===== src/rtl/cle_pkg.sv =====
// Package for the console line editor: key codes, result codes and shared types.
package cle_pkg;

  localparam int DEFAULT_RING_DEPTH = 128;

  // Control keys
  localparam logic [7:0] KEY_CTRL_P = 8'h10;
  localparam logic [7:0] KEY_CTRL_U = 8'h15;
  localparam logic [7:0] KEY_CTRL_H = 8'h08;
  localparam logic [7:0] KEY_DEL    = 8'h7F;
  localparam logic [7:0] KEY_CR     = 8'h0D;
  localparam logic [7:0] KEY_CTRL_D = 8'h04;
  localparam logic [7:0] KEY_LF     = 8'h0A;
  localparam logic [7:0] KEY_NUL    = 8'h00;

  // Operation codes
  localparam logic OP_KEY  = 1'b0;
  localparam logic OP_READ = 1'b1;

  // Echo kinds
  localparam logic [1:0] ECHO_NONE  = 2'd0;
  localparam logic [1:0] ECHO_CHAR  = 2'd1;
  localparam logic [1:0] ECHO_ERASE = 2'd2;

  // Read status codes
  localparam logic [1:0] RD_OK    = 2'd0;
  localparam logic [1:0] RD_EMPTY = 2'd1;
  localparam logic [1:0] RD_EOF   = 2'd2;

  typedef struct packed {
    logic       operation;
    logic [7:0] key_byte;
    logic       first_in_request;
  } in_item_t;

  typedef struct packed {
    logic [1:0] echo_kind;
    logic [7:0] echo_char;
    logic [7:0] erase_count;
    logic       line_ready;
    logic       dump_request;
    logic [1:0] read_status;
    logic [7:0] read_byte;
    logic       read_line_end;
  } result_t;

endpackage


===== src/rtl/cle_chan_if.sv =====
// Handshake channel interfaces for key/read requests and their results.
interface cle_in_if;
  logic       valid;
  logic       ready;
  logic       operation;
  logic [7:0] key_byte;
  logic       first_in_request;

  modport source (output valid, output operation, output key_byte,
                  output first_in_request, input ready);
  modport sink (input valid, input operation, input key_byte,
                input first_in_request, output ready);
endinterface

interface cle_out_if;
  logic       valid;
  logic       ready;
  logic [1:0] echo_kind;
  logic [7:0] echo_char;
  logic [7:0] erase_count;
  logic       line_ready;
  logic       dump_request;
  logic [1:0] read_status;
  logic [7:0] read_byte;
  logic       read_line_end;

  modport source (output valid, output echo_kind, output echo_char,
                  output erase_count, output line_ready, output dump_request,
                  output read_status, output read_byte, output read_line_end,
                  input ready);
  modport sink (input valid, input echo_kind, input echo_char,
                input erase_count, input line_ready, input dump_request,
                input read_status, input read_byte, input read_line_end,
                output ready);
endinterface


===== src/rtl/cle_ram.sv =====
// Generic single-write, single-read RAM with registered read data.
module cle_ram #(
  parameter int WIDTH = 8,
  parameter int DEPTH = cle_pkg::DEFAULT_RING_DEPTH
) (
  input  logic                     clk,
  input  logic                     wr_en,
  input  logic [$clog2(DEPTH)-1:0] wr_addr,
  input  logic [WIDTH-1:0]         wr_data,
  input  logic [$clog2(DEPTH)-1:0] rd_addr,
  output logic [WIDTH-1:0]         rd_data
);

  logic [WIDTH-1:0] mem [DEPTH];

  always_ff @(posedge clk) begin
    if (wr_en) begin
      mem[wr_addr] <= wr_data;
    end
    rd_data <= mem[rd_addr];
  end

endmodule


===== src/rtl/cle_edit.sv =====
// Per-request edit logic: decodes one request against the ring indexes.
module cle_edit #(
  parameter int RING_DEPTH = cle_pkg::DEFAULT_RING_DEPTH
) (
  input  cle_pkg::in_item_t                    item,
  input  logic [$clog2(2*RING_DEPTH)-1:0]      read_idx,
  input  logic [$clog2(2*RING_DEPTH)-1:0]      commit_idx,
  input  logic [$clog2(2*RING_DEPTH)-1:0]      edit_idx,
  input  logic [7:0]                           ring_byte,
  output cle_pkg::result_t                     res,
  output logic [$clog2(2*RING_DEPTH)-1:0]      read_idx_nxt,
  output logic [$clog2(2*RING_DEPTH)-1:0]      commit_idx_nxt,
  output logic [$clog2(2*RING_DEPTH)-1:0]      edit_idx_nxt,
  output logic                                 wr_en,
  output logic [$clog2(RING_DEPTH)-1:0]        wr_slot,
  output logic [7:0]                           wr_data
);

  localparam int IDX_W  = $clog2(2*RING_DEPTH);
  localparam int SLOT_W = $clog2(RING_DEPTH);
  localparam logic [IDX_W-1:0] IDX_DEPTH = IDX_W'(RING_DEPTH);
  localparam logic [IDX_W-1:0] IDX_MOD   = IDX_W'(2*RING_DEPTH);
  localparam logic [IDX_W-1:0] IDX_LAST  = IDX_W'(2*RING_DEPTH - 1);
  localparam logic [IDX_W-1:0] IDX_SAT   = IDX_W'(255);

  function automatic logic [IDX_W-1:0] idx_inc(input logic [IDX_W-1:0] a);
    idx_inc = (a == IDX_LAST) ? '0 : a + IDX_W'(1);
  endfunction

  function automatic logic [IDX_W-1:0] idx_dec(input logic [IDX_W-1:0] a);
    idx_dec = (a == '0) ? IDX_LAST : a - IDX_W'(1);
  endfunction

  // Result always fits IDX_W bits, so the modular wrap is exact.
  function automatic logic [IDX_W-1:0] idx_dist(input logic [IDX_W-1:0] hi,
                                                input logic [IDX_W-1:0] lo);
    idx_dist = (hi >= lo) ? hi - lo : hi + IDX_MOD - lo;
  endfunction

  logic [IDX_W-1:0] line_len;
  logic [IDX_W-1:0] edit_inc;
  logic [7:0]       store_char;
  logic             has_room;

  assign line_len   = idx_dist(edit_idx, commit_idx);
  assign edit_inc   = idx_inc(edit_idx);
  assign store_char = (item.key_byte == cle_pkg::KEY_CR) ? cle_pkg::KEY_LF : item.key_byte;
  assign has_room   = idx_dist(edit_idx, read_idx) < IDX_DEPTH;
  assign wr_slot    = (edit_idx >= IDX_DEPTH) ? SLOT_W'(edit_idx - IDX_DEPTH)
                                              : SLOT_W'(edit_idx);
  assign wr_data    = store_char;

  always_comb begin
    res            = '0;
    read_idx_nxt   = read_idx;
    commit_idx_nxt = commit_idx;
    edit_idx_nxt   = edit_idx;
    wr_en          = 1'b0;

    if (item.operation == cle_pkg::OP_KEY) begin
      if (item.key_byte == cle_pkg::KEY_CTRL_P) begin
        res.dump_request = 1'b1;
      end else if (item.key_byte == cle_pkg::KEY_CTRL_U) begin
        edit_idx_nxt = commit_idx;
        if (line_len != '0) begin
          res.echo_kind   = cle_pkg::ECHO_ERASE;
          res.erase_count = (line_len > IDX_SAT) ? 8'd255 : 8'(line_len);
        end
      end else if (item.key_byte == cle_pkg::KEY_CTRL_H ||
                   item.key_byte == cle_pkg::KEY_DEL) begin
        if (edit_idx != commit_idx) begin
          edit_idx_nxt    = idx_dec(edit_idx);
          res.echo_kind   = cle_pkg::ECHO_ERASE;
          res.erase_count = 8'd1;
        end
      end else if (item.key_byte != cle_pkg::KEY_NUL && has_room) begin
        wr_en         = 1'b1;
        edit_idx_nxt  = edit_inc;
        res.echo_kind = cle_pkg::ECHO_CHAR;
        res.echo_char = store_char;
        // Commit on newline, end of file, or a ring that just filled up
        if (store_char == cle_pkg::KEY_LF || store_char == cle_pkg::KEY_CTRL_D ||
            idx_dist(edit_inc, read_idx) == IDX_DEPTH) begin
          commit_idx_nxt = edit_inc;
          res.line_ready = 1'b1;
        end
      end
    end else begin
      if (read_idx == commit_idx) begin
        res.read_status = cle_pkg::RD_EMPTY;
      end else if (ring_byte == cle_pkg::KEY_CTRL_D) begin
        res.read_status = cle_pkg::RD_EOF;
        if (item.first_in_request) begin
          read_idx_nxt = idx_inc(read_idx);
        end
      end else begin
        read_idx_nxt      = idx_inc(read_idx);
        res.read_byte     = ring_byte;
        res.read_line_end = (ring_byte == cle_pkg::KEY_LF);
      end
    end
  end

endmodule


===== src/rtl/console_line_editor_top.sv =====
// Top level of the console line editor: request/result registers, indexes and line ring.
//
// Usage:
//   in_chan carries requests: operation 0 delivers a typed key_byte, operation 1
//   asks for one committed byte (first_in_request marks the first byte of a
//   read call). out_chan carries exactly one result per request, in order:
//   echo action, line commit and dump flags for keys; status and byte for reads.
//   An accepted request sits in the input register, is decoded against the ring
//   indexes and moves into the result register once that register is free.
//   Throughput: one request per cycle unless out_chan stalls. The single ring
//   read port always prefetches the byte at the read index, with a forward
//   path when a key is written to that same slot, so consecutive reads need
//   no bubble.
//   Reset (rst_n low, synchronous) empties the ring by zeroing all three
//   indexes and drops any request in flight; ring contents are left as is.
//   When out_chan.ready is low the result register holds, the input register
//   keeps its request, and in_chan.ready falls once both are full.
module console_line_editor_top #(
  parameter int RING_DEPTH = cle_pkg::DEFAULT_RING_DEPTH
) (
  input  logic             clk,
  input  logic             rst_n,
  cle_in_if.sink           in_chan,
  cle_out_if.source        out_chan
);

  localparam int IDX_W  = $clog2(2*RING_DEPTH);
  localparam int SLOT_W = $clog2(RING_DEPTH);
  localparam logic [IDX_W-1:0] IDX_DEPTH = IDX_W'(RING_DEPTH);
  localparam logic [IDX_W-1:0] IDX_MOD   = IDX_W'(2*RING_DEPTH);

  // Input register stage
  logic              s1_valid_r;
  cle_pkg::in_item_t s1_item_r;

  // Result register stage
  logic              out_valid_r;
  cle_pkg::result_t  out_res_r;

  // Ring indexes, each counting modulo twice the depth
  logic [IDX_W-1:0]  read_idx_r,   read_idx_nxt;
  logic [IDX_W-1:0]  commit_idx_r, commit_idx_nxt;
  logic [IDX_W-1:0]  edit_idx_r,   edit_idx_nxt;

  // Edit logic outputs
  cle_pkg::result_t  step_res;
  logic [IDX_W-1:0]  step_read_nxt, step_commit_nxt, step_edit_nxt;
  logic              step_wr_en;
  logic [SLOT_W-1:0] wr_slot;
  logic [7:0]        wr_data;

  // Ring read path with forwarding
  logic [SLOT_W-1:0] rd_slot;
  logic [7:0]        ram_q;
  logic              fwd_hit_r;
  logic [7:0]        fwd_data_r;
  logic [7:0]        ring_byte;
  logic              wr_en;

  logic              fire;

  // Advance the input stage only when the result register can take its result
  assign fire          = s1_valid_r && (!out_valid_r || out_chan.ready);
  assign in_chan.ready = !s1_valid_r || fire;

  cle_edit #(
    .RING_DEPTH (RING_DEPTH)
  ) u_edit (
    .item           (s1_item_r),
    .read_idx       (read_idx_r),
    .commit_idx     (commit_idx_r),
    .edit_idx       (edit_idx_r),
    .ring_byte      (ring_byte),
    .res            (step_res),
    .read_idx_nxt   (step_read_nxt),
    .commit_idx_nxt (step_commit_nxt),
    .edit_idx_nxt   (step_edit_nxt),
    .wr_en          (step_wr_en),
    .wr_slot        (wr_slot),
    .wr_data        (wr_data)
  );

  assign wr_en          = fire && step_wr_en;
  assign read_idx_nxt   = fire ? step_read_nxt   : read_idx_r;
  assign commit_idx_nxt = fire ? step_commit_nxt : commit_idx_r;
  assign edit_idx_nxt   = fire ? step_edit_nxt   : edit_idx_r;

  // Prefetch the slot that the next read index points at
  assign rd_slot = (read_idx_nxt >= IDX_DEPTH) ? SLOT_W'(read_idx_nxt - IDX_DEPTH)
                                               : SLOT_W'(read_idx_nxt);

  cle_ram #(
    .WIDTH (8),
    .DEPTH (RING_DEPTH)
  ) u_ring (
    .clk     (clk),
    .wr_en   (wr_en),
    .wr_addr (wr_slot),
    .wr_data (wr_data),
    .rd_addr (rd_slot),
    .rd_data (ram_q)
  );

  // The RAM returns old data on a same-slot write; forward the new byte instead
  assign ring_byte = fwd_hit_r ? fwd_data_r : ram_q;

  always_ff @(posedge clk) begin
    if (!rst_n) begin
      fwd_hit_r <= 1'b0;
    end else begin
      fwd_hit_r <= wr_en && (wr_slot == rd_slot);
    end
    fwd_data_r <= wr_data;
  end

  // Input register
  always_ff @(posedge clk) begin
    if (!rst_n) begin
      s1_valid_r <= 1'b0;
    end else if (in_chan.ready) begin
      s1_valid_r <= in_chan.valid;
    end
  end

  always_ff @(posedge clk) begin
    if (in_chan.ready && in_chan.valid) begin
      s1_item_r.operation        <= in_chan.operation;
      s1_item_r.key_byte         <= in_chan.key_byte;
      s1_item_r.first_in_request <= in_chan.first_in_request;
    end
  end

  // Index registers
  always_ff @(posedge clk) begin
    if (!rst_n) begin
      read_idx_r   <= '0;
      commit_idx_r <= '0;
      edit_idx_r   <= '0;
    end else begin
      read_idx_r   <= read_idx_nxt;
      commit_idx_r <= commit_idx_nxt;
      edit_idx_r   <= edit_idx_nxt;
    end
  end

  // Result register: load on fire, drop once the receiver takes it
  always_ff @(posedge clk) begin
    if (!rst_n) begin
      out_valid_r <= 1'b0;
    end else if (fire) begin
      out_valid_r <= 1'b1;
    end else if (out_chan.ready) begin
      out_valid_r <= 1'b0;
    end
  end

  always_ff @(posedge clk) begin
    if (fire) begin
      out_res_r <= step_res;
    end
  end

  assign out_chan.valid         = out_valid_r;
  assign out_chan.echo_kind     = out_res_r.echo_kind;
  assign out_chan.echo_char     = out_res_r.echo_char;
  assign out_chan.erase_count   = out_res_r.erase_count;
  assign out_chan.line_ready    = out_res_r.line_ready;
  assign out_chan.dump_request  = out_res_r.dump_request;
  assign out_chan.read_status   = out_res_r.read_status;
  assign out_chan.read_byte     = out_res_r.read_byte;
  assign out_chan.read_line_end = out_res_r.read_line_end;

  // Occupancy spans measured from the read index
  logic [IDX_W-1:0] edit_span;
  logic [IDX_W-1:0] commit_span;

  assign edit_span   = (edit_idx_r >= read_idx_r) ? edit_idx_r - read_idx_r
                                                  : edit_idx_r + IDX_MOD - read_idx_r;
  assign commit_span = (commit_idx_r >= read_idx_r) ? commit_idx_r - read_idx_r
                                                    : commit_idx_r + IDX_MOD - read_idx_r;

  a_ring_bound: assert property (@(posedge clk) disable iff (!rst_n)
    edit_span <= IDX_DEPTH)
    else $error("ring holds more bytes than its depth");

  a_commit_order: assert property (@(posedge clk) disable iff (!rst_n)
    commit_span <= edit_span)
    else $error("commit index ran past the edit index");

  a_commit_closes_line: assert property (@(posedge clk) disable iff (!rst_n)
    fire && step_res.line_ready |=> commit_idx_r == edit_idx_r)
    else $error("committed line left uncommitted bytes behind");

endmodule


===== src/flat_wrapper.sv =====
// flat-port wrapper written by rule: the top's interface ports become plain ports
module console_line_editor_top_flat 
#(
  parameter int RING_DEPTH = cle_pkg::DEFAULT_RING_DEPTH
)
  (clk, rst_n, in_chan_valid, in_chan_operation, in_chan_key_byte, in_chan_first_in_request, in_chan_ready, out_chan_valid, out_chan_echo_kind, out_chan_echo_char, out_chan_erase_count, out_chan_line_ready, out_chan_dump_request, out_chan_read_status, out_chan_read_byte, out_chan_read_line_end, out_chan_ready);
  cle_in_if in_chan_i ();
  cle_out_if out_chan_i ();
  input  logic clk;
  input  logic rst_n;
  input wire logic [$bits(in_chan_i.valid)-1:0] in_chan_valid;
  input wire logic [$bits(in_chan_i.operation)-1:0] in_chan_operation;
  input wire logic [$bits(in_chan_i.key_byte)-1:0] in_chan_key_byte;
  input wire logic [$bits(in_chan_i.first_in_request)-1:0] in_chan_first_in_request;
  output wire logic [$bits(in_chan_i.ready)-1:0] in_chan_ready;
  output wire logic [$bits(out_chan_i.valid)-1:0] out_chan_valid;
  output wire logic [$bits(out_chan_i.echo_kind)-1:0] out_chan_echo_kind;
  output wire logic [$bits(out_chan_i.echo_char)-1:0] out_chan_echo_char;
  output wire logic [$bits(out_chan_i.erase_count)-1:0] out_chan_erase_count;
  output wire logic [$bits(out_chan_i.line_ready)-1:0] out_chan_line_ready;
  output wire logic [$bits(out_chan_i.dump_request)-1:0] out_chan_dump_request;
  output wire logic [$bits(out_chan_i.read_status)-1:0] out_chan_read_status;
  output wire logic [$bits(out_chan_i.read_byte)-1:0] out_chan_read_byte;
  output wire logic [$bits(out_chan_i.read_line_end)-1:0] out_chan_read_line_end;
  input wire logic [$bits(out_chan_i.ready)-1:0] out_chan_ready;
  assign in_chan_i.valid = in_chan_valid;
  assign in_chan_i.operation = in_chan_operation;
  assign in_chan_i.key_byte = in_chan_key_byte;
  assign in_chan_i.first_in_request = in_chan_first_in_request;
  assign in_chan_ready = in_chan_i.ready;
  assign out_chan_valid = out_chan_i.valid;
  assign out_chan_echo_kind = out_chan_i.echo_kind;
  assign out_chan_echo_char = out_chan_i.echo_char;
  assign out_chan_erase_count = out_chan_i.erase_count;
  assign out_chan_line_ready = out_chan_i.line_ready;
  assign out_chan_dump_request = out_chan_i.dump_request;
  assign out_chan_read_status = out_chan_i.read_status;
  assign out_chan_read_byte = out_chan_i.read_byte;
  assign out_chan_read_line_end = out_chan_i.read_line_end;
  assign out_chan_i.ready = out_chan_ready;
  console_line_editor_top #(.RING_DEPTH(RING_DEPTH)) u_core (.clk(clk), .rst_n(rst_n), .in_chan(in_chan_i), .out_chan(out_chan_i));
endmodule

===== config.mk =====
export PLATFORM = sky130hd
export DESIGN_NAME = console_line_editor_top_flat
export DESIGN_NICKNAME = d
export VERILOG_FILES = /design/src/rtl/cle_pkg.sv /design/src/rtl/cle_chan_if.sv /design/src/rtl/cle_ram.sv /design/src/rtl/cle_edit.sv /design/src/rtl/console_line_editor_top.sv /design/src/flat_wrapper.sv
export SDC_FILE = /design/constraint.sdc
export NUM_CORES = 1
export LEC_CHECK = 0
export ABC_AREA = 1
export BUFFER_PORTS_ARGS = -buffer_cell sky130_fd_sc_hd__clkbuf_2
export CAP_MARGIN = 5
export CORE_MARGIN = 5
export CORE_UTILIZATION = 29
export DETAILED_ROUTE_END_ITERATION = 10
export PLACE_DENSITY = 0.53
export SKIP_CTS_REPAIR_TIMING = 1
export SYNTH_ARGS = -nofsm -noshare
export SYNTH_HDL_FRONTEND = slang
export SYNTH_SLANG_ARGS = --single-unit

===== constraint.sdc =====
create_clock -name clk -period 8.4 [get_ports clk]
set_input_delay 0.84 -clock clk [delete_from_list [all_inputs] [get_ports clk]]
set_output_delay 0.84 -clock clk [all_outputs]
set_load 0.005 [all_outputs]

# Word-level counts from Yosys, hierarchy flattened
# Memories as Yosys holds them, arrays and structs flattened. A register that Yosys moved wholly into a read port is not among the register bits.
# Cells that the tools add are included.
[op_classes]
add_sub_neg = 8
order_cmp = 4
eq_ne = 16
mux = 39
n_bitwise = 5
n_reduce_logical = 23
[ops]
columns = ["op", "count"]
rows = [
  ["8-bit 2-to-1 mux", 18],
  ["8-bit by 4-bit == test with 1-bit output, second input constant", 4],
  ["8-bit == test, second input constant", 3],
  ["8-bit subtractor", 3],
  ["8-bit by 1-bit adder with 8-bit output, second input constant", 2],
  ["8-bit by 3-bit == test with 1-bit output, second input constant", 2],
  ["8-bit by 5-bit == test with 1-bit output, second input constant", 2],
  ["8-bit greater-or-equal comparator, second input constant", 2],
  ["8-bit nonzero test", 2],
  ["7-bit 2-to-1 mux", 2],
  ["7-bit by 1-bit subtractor with 7-bit output, second input constant", 2],
  ["1-bit 2-to-1 mux", 13],
  ["2-bit 2-to-1 mux", 5],
  ["9-bit 2-to-1 mux", 1],
  ["8-bit by 7-bit == test with 1-bit output, second input constant", 1],
  ["8-bit == test", 1],
  ["8-bit greater-than comparator, second input constant", 1],
  ["8-bit logical NOT", 1],
  ["8-bit less-than comparator, second input constant", 1],
  ["8-bit inequality test", 1],
  ["8-bit by 1-bit subtractor with 8-bit output, second input constant", 1],
  ["7-bit == test", 1],
  ["7-bit AND reduction", 1],
  ["1-bit logical AND", 5],
  ["10 further kinds", 20],
]
[word_totals]
register_bits = 76
ramBits = 1024
input_bits = 14
out_inout_bits = 33
elab_cells = 115
mem_count = 1
[memory_table]
columns = ["memory", "depth", "word_bits", "read_ports", "rd_clocked_by_memory_dff", "write_ports", "line", "text"]
rows = [
  ["u_core.u_ring.mem", 128, 8, 1, 1, 1, "cle_ram.sv:14", "logic [WIDTH-1:0] mem [DEPTH];"],
]

# Logic depth before layout (Yosys ltp)
[depth]
depth_word = 11
depth_mapped = 26
ltp_nobuf = 25

# Cells and area by module
# From an unflattened synthesis, not the netlist that was laid out.
[hier_totals]
cells_unflattened = 4303
hier_area_um2 = 47367.9
[modules_own_cells]
columns = ["module", "n_inst", "cells_each", "area_each_um2", "seq_area_each_um2"]
rows = [
  ["cle_ram", 1, 3575, 42104.1, 30909.6],
  ["console_line_editor_top", 1, 235, 2713.9, 1931.9],
  ["cle_edit", 1, 493, 2549.9, 0.0],
]

# Worst setup path before layout
# No wires, ideal clock.
[synth_path]
kind = "register to register"
from = "register u_core.s1_item_r[4] (netlist bit)"
to = "register u_core.commit_idx_r[6]"
setup_time_ns = 0.113
t_arrival_ns = 4.923
required_ns = 8.287
slack_ns = 3.364
stages_incl_launch_ff = 16
n_path_buf = 1
synth_period_minus_slack_ns = 5.036
cell_sequence = "edfxtp_1 nand2_1 inv_1 nand3_1 inv_1 nor2_1 inv_1 nand3_1 o21ai_0 nand2_1 o21ai_1 nand3_1 buf_2 nand2_1 nand2_1 nor2_1"
[synth_via]
elab_chain_cells = 6
elab_cells_between_ends = 17
classes_between = "eq/ne (7); mux (1); bitwise (3); reduce/logical (6)"
[synth_rtl]
columns = ["item", "line", "text"]
rows = [
  ["start: declaration", "console_line_editor_top.sv:34", "cle_pkg::in_item_t s1_item_r;"],
  ["8-bit by 4-bit == test with 1-bit output (*)", "cle_edit.sv:47", "assign store_char = (item.key_byte == cle_pkg::KEY_CR) ? cle_pkg::KEY_LF : item.key_byte;"],
  ["8-bit 2-to-1 mux (*)", "cle_edit.sv:47", ""],
  ["net u_core.u_edit.wr_data[0]", "cle_edit.sv:16", "output logic [7:0] wr_data"],
  ["8-bit by 4-bit == test with 1-bit output or 8-bit by 3-bit == test with 1-bit output (tied branches)", "cle_edit.sv:82", "if (store_char == cle_pkg::KEY_LF || store_char == cle_pkg::KEY_CTRL_D ||"],
  ["1-bit logical OR (*) (2 in a row)", "cle_edit.sv:82", ""],
  ["7-bit AND reduction (no source line) (*)", "--", ""],
  ["end signal: assignment", "console_line_editor_top.sv:141", "commit_idx_r <= commit_idx_nxt;"],
  ["end: declaration", "console_line_editor_top.sv:42", "logic [IDX_W-1:0] commit_idx_r, commit_idx_nxt;"],
]
# The timed path passes the listed nets; every way through them passes the cells marked *.
# A chain may end at the register's enable or synchronous reset.

# Final worst setup path
[layout_path]
from = "register u_core.read_idx_r[0]"
to = "register u_core.u_ring.rd_data[6] (read register of u_core.u_ring.mem)"
[layout_via]
elab_chain_cells = 9
elab_cells_between_ends = 12
classes_between = "add/sub (2); order compare (1); eq/ne (2); mux (7)"
[layout_rtl]
columns = ["item", "line", "text"]
rows = [
  ["start: declaration", "console_line_editor_top.sv:41", "logic [IDX_W-1:0] read_idx_r, read_idx_nxt;"],
  ["start signal: assignment", "console_line_editor_top.sv:140", "read_idx_r <= read_idx_nxt;"],
  ["8-bit by 1-bit adder with 8-bit output or 8-bit == test (tied branches)", "cle_edit.sv:27", "idx_inc = (a == IDX_LAST) ? '0 : a + IDX_W'(1);"],
  ["8-bit 2-to-1 mux", "cle_edit.sv:27", ""],
  ["8-bit 2-to-1 mux", "cle_edit.sv:93", "if (item.first_in_request) begin"],
  ["8-bit 2-to-1 mux", "cle_edit.sv:91", "end else if (ring_byte == cle_pkg::KEY_CTRL_D) begin"],
  ["8-bit 2-to-1 mux", "cle_edit.sv:89", "if (read_idx == commit_idx) begin"],
  ["8-bit 2-to-1 mux", "cle_edit.sv:60", "if (item.operation == cle_pkg::OP_KEY) begin"],
  ["8-bit 2-to-1 mux (*)", "console_line_editor_top.sv:84", "assign read_idx_nxt = fire ? step_read_nxt : read_idx_r;"],
  ["7-bit by 1-bit subtractor with 7-bit output or 8-bit greater-or-equal comparator (tied branches)", "console_line_editor_top.sv:89", "assign rd_slot = (read_idx_nxt >= IDX_DEPTH) ? SLOT_W'(read_idx_nxt - IDX_DEPTH)"],
  ["7-bit 2-to-1 mux (*)", "console_line_editor_top.sv:89", ""],
  ["end: declaration", "cle_ram.sv:11", "output logic [WIDTH-1:0] rd_data"],
]
# Mark *: on every way between the ends. The rest lies on a longest branch, timed or not.

==> results.txt <==
Fill cells: 17100
Critical Path End Type: flip-flop
Routability cong.: 0.816
Num CTS Buffers: 130
Pin count of the biggest net entering global routing: 204
Synth Flop Type: edfxtp_1
Clock transition at path regs: 0.06 ns
CTS tree: yes
Min-delay worst type: input pin to flip-flop
Initial core utilization: 29.1%
IO Count: 47
Peak VDD IR: 169 µV
Final wirelength: 142000 µm
Tcrit/Tclk final: 64.7%
Commonest non-fill, non-tap cell in the layout: edfxtp_1
Core Box Area: 171000 µm²
Hold endpoint: u_core.s1_item_r[5]
Remaining DRCs: 0
Setup TNS: 0 ns
Post-synth net total: 4663
Most frequent cells in the layout: edfxtp_1, nand3_1, nand2_1
CP Class: flip-flop to flip-flop
Post-Syn Area: 49900 µm²
Skew final: 0.0272 ns
Vias: 33800
Distinct cell type count of the synthesized netlist: 50
Clk sink count: 1108
Syn Inst Count: 4624
FF-to-FF End: u_core.u_ring.rd_data[6]
CTS H-tree lvls: 4
Status: completed
Die area: 180000 µm²
Area Growth Syn to Fin: 12.6%
Setup-violating endpoint count in the final report: 0
F_max: 184 MHz
Maximum clock insertion buffer count: 3
DR WL/cell: 20.4 µm
Leakage: 20.5 nW
IO Port Bufs: 46
Post-DRT Antenna Nets: 0
Post-layout util: 32.8%
Hold Crit Depth: 1
CP startpoint kind: flip-flop
DRT iter0 DRCs: 3168
YS warnings: 0
Initial antenna violation count: 2
First-pass GRT wire length: 212000 µm
RSZ-0062 raised after global routing: no
Crit Path Max Fanout: 77
Worst Min Path Start: in_chan_key_byte[4]
Seq cells post-synth: 1108
Overflow after GRT: 0
Number of synthesized flops with an enable pin: 1065
Rows: 152
R2R setup slack: 2.97 ns
Period minus WS final: 5.43 ns
GR Util All Layers: 15.3%
Global Route met3 Usage: 2.66%
GR Layer Usage met2: 24.5%
Final Hold Viols: 0
Post-DP HPWL: 78600 µm
Max Cap Violations: 0
Asr flop ratio synth: 0%
Average size of a mapped cell: 10.8 µm²
Pwr/cell area: 213 nW/µm²
Power Total: 11.9 mW
Share of layout cells above drive strength 1: 7.04%
DR pass1 iterations: 7
Rel. slew slack: 23.5%
Multi-input logic area: 13700 µm²
Vias in the first global route: 32700
Clock latency on the worst-skew pair: 0.73 ns
Vias per cell: 4.85
Die H: 425 µm
Cell depth of the worst flop-to-flop path: 18
Sequential area share after synthesis: 65.9%
Req. time, crit path: 9.07 ns
Clock root buffer: clkbuf_16
Crit path DAT: 6.10 ns
Die W: 425 µm
Layout Nets: 4596
Met1 Usage GRT: 21.0%
Reg area: 32800 µm²
Reg2reg start: u_core.read_idx_r[0]
Slew Limit Fails: 0
Actual slew at the worst max-slew pin: 1.15 ns
GRT Max-Usage Layer: met2
==> cell usage after synthesis (24+ instances only) <==
cell	number	area (µm²)
nand2_1	888	3330
nand3_1	1029	5150
nand3b_1	360	2700
clkbuf_1	73	274
dfxtp_1	43	861
buf_2	179	896
a21oi_1	33	165
ha_1	24	300
edfxtp_1	1065	32000
inv_1	515	1930
nor2_1	213	800
buf_4	36	270
==> final cells by class <==
| cell class | instances | area share, % |
|---|---|---|
| Sequential cell | 1108 | 58.5 |
| Multi-Input combinational cell | 2692 | 24.3 |
| Clock buffer | 171 | 6.31 |
| Tap cell | 2310 | 5.15 |
| Inverter | 528 | 3.54 |
| Timing Repair Buffer | 97 | 1.25 |
| Clock inverter | 62 | 0.929 |
| Antenna cell | 3 | 0.0134 |
==> metrics by stage <==
step	cells	cell area, µm²	hold slack [ns]	setup slack [ns]
3_5_place_dp	6735	52100	0.514	2.84
5_1_grt	6968	56100	0.256	2.65
3_3_place_gp	6735	52100	0.508	2.84
6_report	6971	56200	0.292	2.97
4_1_cts	6968	56100	0.238	2.98
2_1_floorplan	4624	49900	0.494	3.36
==> registers in the layout, indices dropped and copies added (netlist names) <==
signal and cells:
u_core.out_chan.echo_char 8, u_core.out_chan.erase_count 8, u_core.commit_idx_r 8, u_core.fwd_hit_r 1
u_core.u_ring.mem 1024, u_core.out_chan.read_byte 8, u_core.out_chan.dump_request 1, u_core.out_chan.valid 1
u_core.read_idx_r 8, u_core.fwd_data_r 8, u_core.s1_item_r 10, u_core.s1_valid_r 1
u_core.edit_idx_r 8, u_core.out_chan.read_line_end 1, u_core.out_chan.read_status 2, u_core.out_chan.line_ready 1
u_core.out_chan.echo_kind 2, u_core.u_ring.rd_data 8
==> routing by layer <==
layer	part of all wire [%]	up-vias	wire length, µm
li1	-	15800	-
met1	44	16800	62500
met2	47	1040	66400
met3	6.5	222	9160
met4	2.7	0	3860
met5	0	-	0
==> critical path, cell delays in order, from the launching register on <==
cell	delay, ns
dfxtp_1	0.58
ha_1	0.22
inv_1	0.08
nor3_2	0.27
a21oi_1	0.13
nand4_1	0.23
buf_4	0.75
buf_4	0.82
buf_4	0.83
nand3_1	0.16
nand2_1	0.10
nand2_1	0.05
nand3_1	0.12
nand3_1	0.17
nand3_1	0.21
nand3_1	0.19
nand2_1	0.13
nand2_1	0.08
nand2_1	0.09
==> cell families (layout without fill, tap and decap cells) <==
logic type | count (synthesis) | after routing | synth area share (%)
AND/OR/NAND/NOR | 2553 | 2553 | 25.0
AO/OA/AOI/OAI | 87 | 87 | 1.03
adder cells (fa/ha/maj) | 25 | 25 | 0.642
other | 0 | 3 | 0
flip-flops | 1108 | 1108 | 65.9
buffers and inverters | 824 | 858 | 6.99
XOR/XNOR | 27 | 27 | 0.519
==> worst max-delay path by stage <==
stage | startpoint | endpoint | cells past startpoint | slack, ns
floorplan | u_core.s1_item_r[4] | u_core.commit_idx_r[6] | 15 | 3.36
global placement | out_chan_ready | u_core.u_ring.rd_data[7] | 18 | 2.84
detailed placement | out_chan_ready | u_core.u_ring.rd_data[6] | 18 | 2.84
CTS | u_core.read_idx_r[0] | u_core.u_ring.rd_data[6] | 18 | 2.98
global route | u_core.read_idx_r[0] | u_core.u_ring.rd_data[7] | 18 | 2.65
finish | u_core.read_idx_r[0] | u_core.u_ring.rd_data[6] | 18 | 2.97
==> power by group <==
part	total, mW	internal [mW]	switching, mW
combinational	0.418	0.0988	0.319
clock	5.42	3.16	2.26
sequential	6.11	6.08	0.0267
total	11.9	9.34	2.60
Power figures use the tool's default switching activity.
